[config.mk]
export PLATFORM = sky130hd
export DESIGN_NAME = sha256_byte_stream_hasher_flat
export DESIGN_NICKNAME = d
export VERILOG_FILES = /design/src/rtl/sha_pkg.sv /design/src/rtl/sha_in_if.sv /design/src/rtl/sha_out_if.sv /design/src/rtl/sha_round.sv /design/src/rtl/sha256_byte_stream_hasher.sv /design/src/flat_wrapper.sv
export SDC_FILE = /design/constraint.sdc
export NUM_CORES = 2
export LEC_CHECK = 0
export ABC_AREA = 1
export BUFFER_PORTS_ARGS = -buffer_cell sky130_fd_sc_hd__buf_2
export CORE_MARGIN = 8
export CORE_UTILIZATION = 30
export CTS_CLUSTER_SIZE = 8
export DETAILED_ROUTE_END_ITERATION = 10
export PLACE_DENSITY_LB_ADDON = 0.15
export SETUP_SLACK_MARGIN = 0.05
export SKIP_LAST_GASP = 1
export SYNTH_ARGS = -nofsm -noshare
export SYNTH_HDL_FRONTEND = slang
export SYNTH_HIERARCHICAL = 1
export SYNTH_SLANG_ARGS = --single-unit
export TNS_END_PERCENT = 1
[constraint.sdc]
create_clock -name i_clk -period 33.9 [get_ports i_clk]
set_clock_uncertainty 0.1 [all_clocks]
set_input_delay 1.695 -clock i_clk [delete_from_list [all_inputs] [get_ports i_clk]]
set_output_delay 1.695 -clock i_clk [all_outputs]
set_load 0.02 [all_outputs]
[src/rtl/sha_pkg.sv]
// Shared types, constants and round functions of the SHA-256 hasher.
package sha_pkg;

    typedef logic [31:0] t_word;

    localparam logic [7:0] PAD_MARK = 8'h80;
    localparam int unsigned LEN_POS = 56;
    localparam logic [63:0] BLOCK_BITS = 64'd512;

    function automatic t_word init_hash(input logic [2:0] idx);
        t_word v;
        begin
            case (idx)
                3'd0: v = 32'h6a09e667;
                3'd1: v = 32'hbb67ae85;
                3'd2: v = 32'h3c6ef372;
                3'd3: v = 32'ha54ff53a;
                3'd4: v = 32'h510e527f;
                3'd5: v = 32'h9b05688c;
                3'd6: v = 32'h1f83d9ab;
                default: v = 32'h5be0cd19;
            endcase
            return v;
        end
    endfunction

    function automatic t_word round_const(input logic [5:0] t);
        t_word k;
        begin
            case (t)
                6'd0: k = 32'h428a2f98;  6'd1: k = 32'h71374491;
                6'd2: k = 32'hb5c0fbcf;  6'd3: k = 32'he9b5dba5;
                6'd4: k = 32'h3956c25b;  6'd5: k = 32'h59f111f1;
                6'd6: k = 32'h923f82a4;  6'd7: k = 32'hab1c5ed5;
                6'd8: k = 32'hd807aa98;  6'd9: k = 32'h12835b01;
                6'd10: k = 32'h243185be; 6'd11: k = 32'h550c7dc3;
                6'd12: k = 32'h72be5d74; 6'd13: k = 32'h80deb1fe;
                6'd14: k = 32'h9bdc06a7; 6'd15: k = 32'hc19bf174;
                6'd16: k = 32'he49b69c1; 6'd17: k = 32'hefbe4786;
                6'd18: k = 32'h0fc19dc6; 6'd19: k = 32'h240ca1cc;
                6'd20: k = 32'h2de92c6f; 6'd21: k = 32'h4a7484aa;
                6'd22: k = 32'h5cb0a9dc; 6'd23: k = 32'h76f988da;
                6'd24: k = 32'h983e5152; 6'd25: k = 32'ha831c66d;
                6'd26: k = 32'hb00327c8; 6'd27: k = 32'hbf597fc7;
                6'd28: k = 32'hc6e00bf3; 6'd29: k = 32'hd5a79147;
                6'd30: k = 32'h06ca6351; 6'd31: k = 32'h14292967;
                6'd32: k = 32'h27b70a85; 6'd33: k = 32'h2e1b2138;
                6'd34: k = 32'h4d2c6dfc; 6'd35: k = 32'h53380d13;
                6'd36: k = 32'h650a7354; 6'd37: k = 32'h766a0abb;
                6'd38: k = 32'h81c2c92e; 6'd39: k = 32'h92722c85;
                6'd40: k = 32'ha2bfe8a1; 6'd41: k = 32'ha81a664b;
                6'd42: k = 32'hc24b8b70; 6'd43: k = 32'hc76c51a3;
                6'd44: k = 32'hd192e819; 6'd45: k = 32'hd6990624;
                6'd46: k = 32'hf40e3585; 6'd47: k = 32'h106aa070;
                6'd48: k = 32'h19a4c116; 6'd49: k = 32'h1e376c08;
                6'd50: k = 32'h2748774c; 6'd51: k = 32'h34b0bcb5;
                6'd52: k = 32'h391c0cb3; 6'd53: k = 32'h4ed8aa4a;
                6'd54: k = 32'h5b9cca4f; 6'd55: k = 32'h682e6ff3;
                6'd56: k = 32'h748f82ee; 6'd57: k = 32'h78a5636f;
                6'd58: k = 32'h84c87814; 6'd59: k = 32'h8cc70208;
                6'd60: k = 32'h90befffa; 6'd61: k = 32'ha4506ceb;
                6'd62: k = 32'hbef9a3f7; default: k = 32'hc67178f2;
            endcase
            return k;
        end
    endfunction

    function automatic t_word rotr(input t_word x, input int unsigned n);
        return (x >> n) | (x << (32 - n));
    endfunction

endpackage

[src/rtl/sha_in_if.sv]
// Input channel of the hasher: command and message byte.
interface sha_in_if;
    logic       valid;
    logic       ready;
    logic       command;
    logic [7:0] message_byte;

    modport source (output valid, output command, output message_byte, input ready);
    modport sink (input valid, input command, input message_byte, output ready);
endinterface

[src/rtl/sha_out_if.sv]
// Output channel of the hasher: one digest word per beat.
interface sha_out_if;
    logic        valid;
    logic        ready;
    logic [31:0] digest_word;
    logic [2:0]  word_index;
    logic        last_word;

    modport source (output valid, output digest_word, output word_index, output last_word,
                    input ready);
    modport sink (input valid, input digest_word, input word_index, input last_word,
                  output ready);
endinterface

[src/rtl/sha_round.sv]
// One SHA-256 round: message schedule word and working variable update.
module sha_round (
    input  sha_pkg::t_word i_vars [8],
    input  sha_pkg::t_word i_win [16],
    input  sha_pkg::t_word i_blk_word,
    input  logic           i_use_blk,
    input  logic [5:0]     i_rnd,
    output sha_pkg::t_word o_vars [8],
    output sha_pkg::t_word o_w
);

    sha_pkg::t_word s0, s1, w, e, a, t1, t2;

    always_comb begin
        // The window holds W[t-16] at index 0 up to W[t-1] at index 15.
        s1 = sha_pkg::rotr(i_win[14], 17) ^ sha_pkg::rotr(i_win[14], 19) ^ (i_win[14] >> 10);
        s0 = sha_pkg::rotr(i_win[1], 7) ^ sha_pkg::rotr(i_win[1], 18) ^ (i_win[1] >> 3);
        w  = i_use_blk ? i_blk_word : (s1 + i_win[9] + s0 + i_win[0]);
        a  = i_vars[0];
        e  = i_vars[4];
        t1 = i_vars[7] + (sha_pkg::rotr(e, 6) ^ sha_pkg::rotr(e, 11) ^ sha_pkg::rotr(e, 25))
             + ((e & i_vars[5]) ^ (~e & i_vars[6])) + sha_pkg::round_const(i_rnd) + w;
        t2 = (sha_pkg::rotr(a, 2) ^ sha_pkg::rotr(a, 13) ^ sha_pkg::rotr(a, 22))
             + ((a & i_vars[1]) ^ (a & i_vars[2]) ^ (i_vars[1] & i_vars[2]));
        o_vars[7] = i_vars[6];
        o_vars[6] = i_vars[5];
        o_vars[5] = e;
        o_vars[4] = i_vars[3] + t1;
        o_vars[3] = i_vars[2];
        o_vars[2] = i_vars[1];
        o_vars[1] = a;
        o_vars[0] = t1 + t2;
        o_w = w;
    end

endmodule

[src/rtl/sha256_byte_stream_hasher.sv]
// Top level of the SHA-256 byte stream hasher.
//
//  channel | dir | payload                              | beat
//  i_in    | in  | command, message_byte                | one byte or one finish
//  o_out   | out | digest_word, word_index, last_word   | one digest word
//
// The 64th byte of a block starts the memory prefetch, the 64 rounds of the single round
// unit and the chain update.
// A finish takes one or two block compressions, then eight output beats.
// Reset is synchronous; the block buffer needs no clearing pass.
// The input is held off while compressing or emitting; a stalled output holds its word.
module sha256_byte_stream_hasher (
    input  logic          i_clk,
    input  logic          i_rst_n,
    sha_in_if.sink        i_in,
    sha_out_if.source     o_out
);

    localparam logic [2:0] ST_IDLE  = 3'd0;
    localparam logic [2:0] ST_LOAD  = 3'd1;
    localparam logic [2:0] ST_ROUND = 3'd2;
    localparam logic [2:0] ST_FINAL = 3'd3;
    localparam logic [2:0] ST_EMIT  = 3'd4;

    localparam logic [1:0] PH_NORMAL = 2'd0;
    localparam logic [1:0] PH_PAD1   = 2'd1;
    localparam logic [1:0] PH_LAST   = 2'd2;

    logic [2:0]     r_state;
    logic [1:0]     r_phase;
    logic [5:0]     r_fill;
    logic [63:0]    r_bits, r_total;
    logic [5:0]     r_rnd;
    logic [6:0]     r_nvalid;
    logic           r_mark, r_len;
    logic [2:0]     r_eidx;
    sha_pkg::t_word r_chain [8];
    sha_pkg::t_word r_vars [8];
    sha_pkg::t_word r_win [16];
    sha_pkg::t_word r_blk [16];
    sha_pkg::t_word r_rd;
    logic           r_ov;
    sha_pkg::t_word r_odata;
    logic [2:0]     r_oidx;
    logic           r_olast;

    sha_pkg::t_word n_vars [8];
    sha_pkg::t_word n_w;
    sha_pkg::t_word blk_word;
    logic [3:0]     rd_addr;
    logic           in_acc;
    logic [5:0]     pos;
    logic [3:0]     next_rnd;

    assign in_acc     = i_in.valid && i_in.ready;
    assign i_in.ready = (r_state == ST_IDLE);
    assign o_out.valid       = r_ov;
    assign o_out.digest_word = r_odata;
    assign o_out.word_index  = r_oidx;
    assign o_out.last_word   = r_olast;

    // Padding is applied on the fly as the block words are read out.
    always_comb begin
        blk_word = '0;
        for (int k = 0; k < 4; k++) begin
            pos = {r_rnd[3:0], 2'(k)};
            if ({1'b0, pos} < r_nvalid) begin
                blk_word[8*(3-k) +: 8] = r_rd[8*(3-k) +: 8];
            end else if (r_mark && pos == r_nvalid[5:0]) begin
                blk_word[8*(3-k) +: 8] = sha_pkg::PAD_MARK;
            end else if (r_len && pos >= 6'(sha_pkg::LEN_POS)) begin
                blk_word[8*(3-k) +: 8] = r_total[{~pos[2:0], 3'b000} +: 8];
            end
        end
    end

    assign next_rnd = r_rnd[3:0] + 4'd1;
    assign rd_addr  = (r_state == ST_ROUND) ? next_rnd : 4'd0;

    sha_round u_round (
        .i_vars     (r_vars),
        .i_win      (r_win),
        .i_blk_word (blk_word),
        .i_use_blk  (r_rnd < 6'd16),
        .i_rnd      (r_rnd),
        .o_vars     (n_vars),
        .o_w        (n_w)
    );

    // Block buffer memory: byte-lane writes, registered word read.
    always_ff @(posedge i_clk) begin
        if (in_acc && !i_in.command) begin
            r_blk[r_fill[5:2]][8*(3-r_fill[1:0]) +: 8] <= i_in.message_byte;
        end
        r_rd <= r_blk[rd_addr];
    end

    always_ff @(posedge i_clk) begin
        if (!i_rst_n) begin
            r_state <= ST_IDLE;
            r_phase <= PH_NORMAL;
            r_fill  <= '0;
            r_bits  <= '0;
            r_rnd   <= '0;
            r_eidx  <= '0;
            r_ov    <= 1'b0;
            for (int i = 0; i < 8; i++) r_chain[i] <= sha_pkg::init_hash(3'(i));
        end else begin
            // While emitting, the output register is reloaded in the state below.
            if (r_ov && o_out.ready && r_state != ST_EMIT) r_ov <= 1'b0;
            unique case (r_state)
                ST_IDLE: begin
                    if (in_acc) begin
                        if (!i_in.command) begin
                            r_fill <= r_fill + 6'd1;
                            if (r_fill == 6'd63) begin
                                r_nvalid <= 7'd64;
                                r_mark   <= 1'b0;
                                r_len    <= 1'b0;
                                r_phase  <= PH_NORMAL;
                                r_state  <= ST_LOAD;
                            end
                        end else begin
                            r_total  <= r_bits + {55'd0, r_fill, 3'd0};
                            r_nvalid <= {1'b0, r_fill};
                            r_mark   <= 1'b1;
                            r_len    <= (r_fill < 6'(sha_pkg::LEN_POS));
                            r_phase  <= (r_fill < 6'(sha_pkg::LEN_POS)) ? PH_LAST : PH_PAD1;
                            r_state  <= ST_LOAD;
                        end
                    end
                end
                ST_LOAD: begin
                    r_vars  <= r_chain;
                    r_rnd   <= '0;
                    r_state <= ST_ROUND;
                end
                ST_ROUND: begin
                    r_vars <= n_vars;
                    for (int i = 0; i < 15; i++) r_win[i] <= r_win[i+1];
                    r_win[15] <= n_w;
                    r_rnd <= r_rnd + 6'd1;
                    if (r_rnd == 6'd63) r_state <= ST_FINAL;
                end
                ST_FINAL: begin
                    for (int i = 0; i < 8; i++) r_chain[i] <= r_chain[i] + r_vars[i];
                    unique case (r_phase)
                        PH_NORMAL: begin
                            r_bits  <= r_bits + sha_pkg::BLOCK_BITS;
                            r_fill  <= '0;
                            r_state <= ST_IDLE;
                        end
                        PH_PAD1: begin
                            r_nvalid <= '0;
                            r_mark   <= 1'b0;
                            r_len    <= 1'b1;
                            r_phase  <= PH_LAST;
                            r_state  <= ST_LOAD;
                        end
                        default: begin
                            r_eidx  <= '0;
                            r_state <= ST_EMIT;
                        end
                    endcase
                end
                ST_EMIT: begin
                    if (!r_ov || o_out.ready) begin
                        r_ov    <= 1'b1;
                        r_odata <= r_chain[r_eidx];
                        r_oidx  <= r_eidx;
                        r_olast <= (r_eidx == 3'd7);
                        r_eidx  <= r_eidx + 3'd1;
                        if (r_eidx == 3'd7) begin
                            for (int i = 0; i < 8; i++) r_chain[i] <= sha_pkg::init_hash(3'(i));
                            r_fill  <= '0;
                            r_bits  <= '0;
                            r_state <= ST_IDLE;
                        end
                    end
                end
                default: r_state <= ST_IDLE;
            endcase
        end
    end

`ifndef ASSERT_OFF
    a_final_after_rounds: assert property (@(posedge i_clk) disable iff (!i_rst_n)
        (r_state == ST_FINAL) |-> ($past(r_state) == ST_ROUND && $past(r_rnd) == 6'd63))
        else $error("chain update without 64 rounds");
    a_emit_word_order: assert property (@(posedge i_clk) disable iff (!i_rst_n)
        (r_ov && r_olast) |-> (r_oidx == 3'd7))
        else $error("last word flagged out of order");
    a_no_accept_busy: assert property (@(posedge i_clk) disable iff (!i_rst_n)
        (r_state == ST_ROUND || r_state == ST_EMIT) |-> !i_in.ready)
        else $error("input accepted while busy");
`endif

endmodule

[src/flat_wrapper.sv]
// flat-port wrapper written by rule: the top's interface ports become plain ports
module sha256_byte_stream_hasher_flat 
  (i_clk, i_rst_n, i_in_valid, i_in_command, i_in_message_byte, i_in_ready, o_out_valid, o_out_digest_word, o_out_word_index, o_out_last_word, o_out_ready);
  sha_in_if i_in_i ();
  sha_out_if o_out_i ();
  input  logic i_clk;
  input  logic i_rst_n;
  input wire logic [$bits(i_in_i.valid)-1:0] i_in_valid;
  input wire logic [$bits(i_in_i.command)-1:0] i_in_command;
  input wire logic [$bits(i_in_i.message_byte)-1:0] i_in_message_byte;
  output wire logic [$bits(i_in_i.ready)-1:0] i_in_ready;
  output wire logic [$bits(o_out_i.valid)-1:0] o_out_valid;
  output wire logic [$bits(o_out_i.digest_word)-1:0] o_out_digest_word;
  output wire logic [$bits(o_out_i.word_index)-1:0] o_out_word_index;
  output wire logic [$bits(o_out_i.last_word)-1:0] o_out_last_word;
  input wire logic [$bits(o_out_i.ready)-1:0] o_out_ready;
  assign i_in_i.valid = i_in_valid;
  assign i_in_i.command = i_in_command;
  assign i_in_i.message_byte = i_in_message_byte;
  assign i_in_ready = i_in_i.ready;
  assign o_out_valid = o_out_i.valid;
  assign o_out_digest_word = o_out_i.digest_word;
  assign o_out_word_index = o_out_i.word_index;
  assign o_out_last_word = o_out_i.last_word;
  assign o_out_i.ready = o_out_ready;
  sha256_byte_stream_hasher u_core (.i_clk(i_clk), .i_rst_n(i_rst_n), .i_in(i_in_i), .o_out(o_out_i));
endmodule
==> flow_summary.toml <==
[route]
first_iter_violations = 8642
remaining_drc_errors = 0
routed-via-count = 84500
firstDrtPassIters = 9
wl_per_cell_um = 24.2
viasPerCell = 4.97
routed_wl_mm = 411
ant_nets = 0

[clock_tree]
cts_buffer_depth = 4
hold_buffers = 0
cts_root_buffer = "clkbuf_16"
cts_tree = "done"
cts_sinks = 1750
clk_latency_ns = 1.03
cts_setup_buffers = 0
clk_pin_slew_ns = 0.05
cts_resized = 0
htree_levels = 4
cts_made_buffers = 245

[placed_design]
dp_hpwl_mm = 307
port_buffers = 50
place.gp.congestion = 0.944

[global_route]
grt_max_degree = 170
gr-usage-met2_pct = 32.2
grt_usage_pct = 21.5
grt_pass1_vias = 78900
antenna_found_initial = 17
met3_usage_pct = 3.64
grt-busiest-layer = "met2"
grt_pass1_wl_mm = 583
gr-usage-met1_pct = 31.9
overflow = 0

[sta]
fin_setup_tns_ns = 0
finalCritPeriodShare_pct = 29.3
hold_viol_final = 0
holdWs_ns = 0.250
slew-limit-headroom_pct = 14.0
setup_viol = 0
fin_crit_ns = 9.93
slew_violations = 0
rsz0062_at_grt = "false"
fmax_ghz = 0.101
worst_pin_slew_ns = 1.29

[worst_setup_path]
worstPathMaxFanout = 5
slowest_stage = "xor2_1"
worstRegToRegCells = 42
start_kind = "register"
worstSetupEndpointType = "register"
required_ns = 34.48
critPathMostFrequentCell = "a21oi_1"
r2r_end = "u_core/r_vars[255]$_DFFE_PP_"
critical_path.max_stage_delay_ns = 0.57
r2r-start = "u_core/r_win[464]$_DFFE_PP_"
arrival_ns = 10.50
r2r_slack_ns = 23.97
criticalPathCategory = "register to register"

[yosys]
synthCells = 12500
ys_warn_count = 6
ys_seq_elements = 1750
yosysTopAreaCell = "edfxtp_1"
netlist_area_sq_mm = 0.105
synth_seq_area_share_pct = 46.7
ys_types = 75
synthArstFlopShare_pct = 0
synthTopCellsByArea = "edfxtp_1, nand2_1, dfxtp_1"
avgSynthCellArea_sq_um = 8.40
synth_edf_count = 1386
yosys_most_used_dff = "edfxtp_1"
synth_top_area_share_pct = 39.8
synth_nets = 13100

[pwr]
ir_drop_uv = 250
p_per_area_mw_per_mm2 = 117
leakage_uw = 0.0476
power_uw = 13500

[hold_path]
holdPathEnd = "u_core/r_win[357]$_DFFE_PP_"
hp-start = "u_core/r_win[325]$_DFFE_PP_"
worstHoldPathType = "register to register"
hold_depth = 0

[cells_and_area]
layout_commonest_cell = "nand2_1"
layout_common_cells = "nand2_1, inv_1, edfxtp_1, nor2_1, o21ai_0"
nNetsFinal = 12800
nFillCells = 36600
drive_above_1_share_pct = 4.83
area_growth_pct = 10.3
postLayoutCoreUtil_pct = 33.1

[floorplan]
coreArea_sq_mm = 0.348
io_pins = 51
num_rows = 217
dieArea_sq_mm = 0.368
dieHeight_um = 607
start_util_pct = 30.1
die_x_um = 607

[run]
drv_cap = 0

[status]
status = "completed"
## worst max path at each step
stage,start,cells after the start,end
final,u_core/r_win[464]$_DFFE_PP_,42,u_core/r_vars[255]$_DFFE_PP_
after CTS,u_core/r_win[467]$_DFFE_PP_,46,u_core/r_vars[255]$_DFFE_PP_
after floorplan,i_rst_n,4,u_core/r_win[0]$_DFFE_PP_
after global placement,u_core/r_win[467]$_DFFE_PP_,46,u_core/r_vars[255]$_DFFE_PP_
after global routing,u_core/r_win[468]$_DFFE_PP_,45,u_core/r_vars[255]$_DFFE_PP_
after detailed placement,u_core/r_win[467]$_DFFE_PP_,46,u_core/r_vars[255]$_DFFE_PP_
## worst max-delay path: cells and delay by family, from the launching register on
family	cells	cell delay (ns)
XOR/XNOR	4	1.26
AND/OR/NAND/NOR	8	0.85
AO/OA/AOI/OAI	16	3.01
adder cells (fa/ha/maj)	8	3.63
buffers and inverters	6	0.37
flip-flops	1	0.50
## metal layers
metal / up-vias / part of all wire (%)
li1: 40400 / -
met1: 40900 / 48
met2: 2715 / 42
met3: 508 / 7.1
met4: 0 / 3.0
met5: - / 0
## state kept, by name (all words and copies together) (netlist names), 6 cells and up
register	cells
u_core/r_fill	6
u_core/r_total	61
u_core/r_chain	256
u_core/r_vars	256
u_core/r_rd	32
u_core/r_bits	55
u_core/r_blk	512
u_core/o_out.digest_word	32
u_core/r_nvalid	7
u_core/r_rnd	6
u_core/r_win	512
## power by group
group          leakage [uW]  switching (uW)  total, uW  internal [uW]
combinational        0.0287            5950       8560           2620
sequential           0.0155             154       2630           2470
clock               0.00337             978       2330           1350
total                0.0476            7080      13500           6440
## kinds of logic after synthesis
group | count (synthesis) | share of synthesized area [%]
AOI/OAI and AO/OA | 2055 | 11.1
xor gates and xnor gates | 377 | 3.17
adders and majority gates | 624 | 8.82
buffers and inverters | 2327 | 9.25
DFF | 1750 | 46.7
muxes | 52 | 0.551
and+or+nand+nor | 5272 | 20.4
## per-stage QoR
stage               area, sq um  instances  worst slack (ns)
floorplan                105000      12500              9.05
global placement         108000      16600             24.06
detailed placement       108000      16600             24.03
CTS                      115000      17000             24.02
global route             115000      17000             23.29
finish                   115000      17000             23.97
## area by class of cell
class | count | area, sq um | area share [%]
clock buffer | 399 | 6770 | 5.86
multi-input combinational | 8380 | 46200 | 40.0
clock inverter | 18 | 320 | 0.277
antenna | 8 | 20.0 | 0.0173
sequential | 1750 | 48900 | 42.4
tap | 4599 | 5750 | 4.98
inverter | 1700 | 6410 | 5.55
timing repair buffer | 148 | 1060 | 0.921
## Yosys cell counts (all sizes together), types with 6 or more instances
cell and n:
a31oi 73, maj3 17, buf 354, clkinv 6, a211oi 8, mux2 45, a21oi 743, nand3b 21
mux2i 7, nor2 1005, dfxtp 364, fa 196, o221ai 44, o211ai 125, o21bai 84, xnor2 166
nor3 122, nand4 101, and2 16, o21ai 804, nand2 3351, nor3b 6, edfxtp 1386, nand3 578
a21o 28, o2111ai 11, o21a 20, clkbuf 273, a21boi 13, or2 58, o22ai 61, ha 411
inv 1694, xor2 211, nor4 10, o31ai 14
Power figures use the tool's default switching activity.
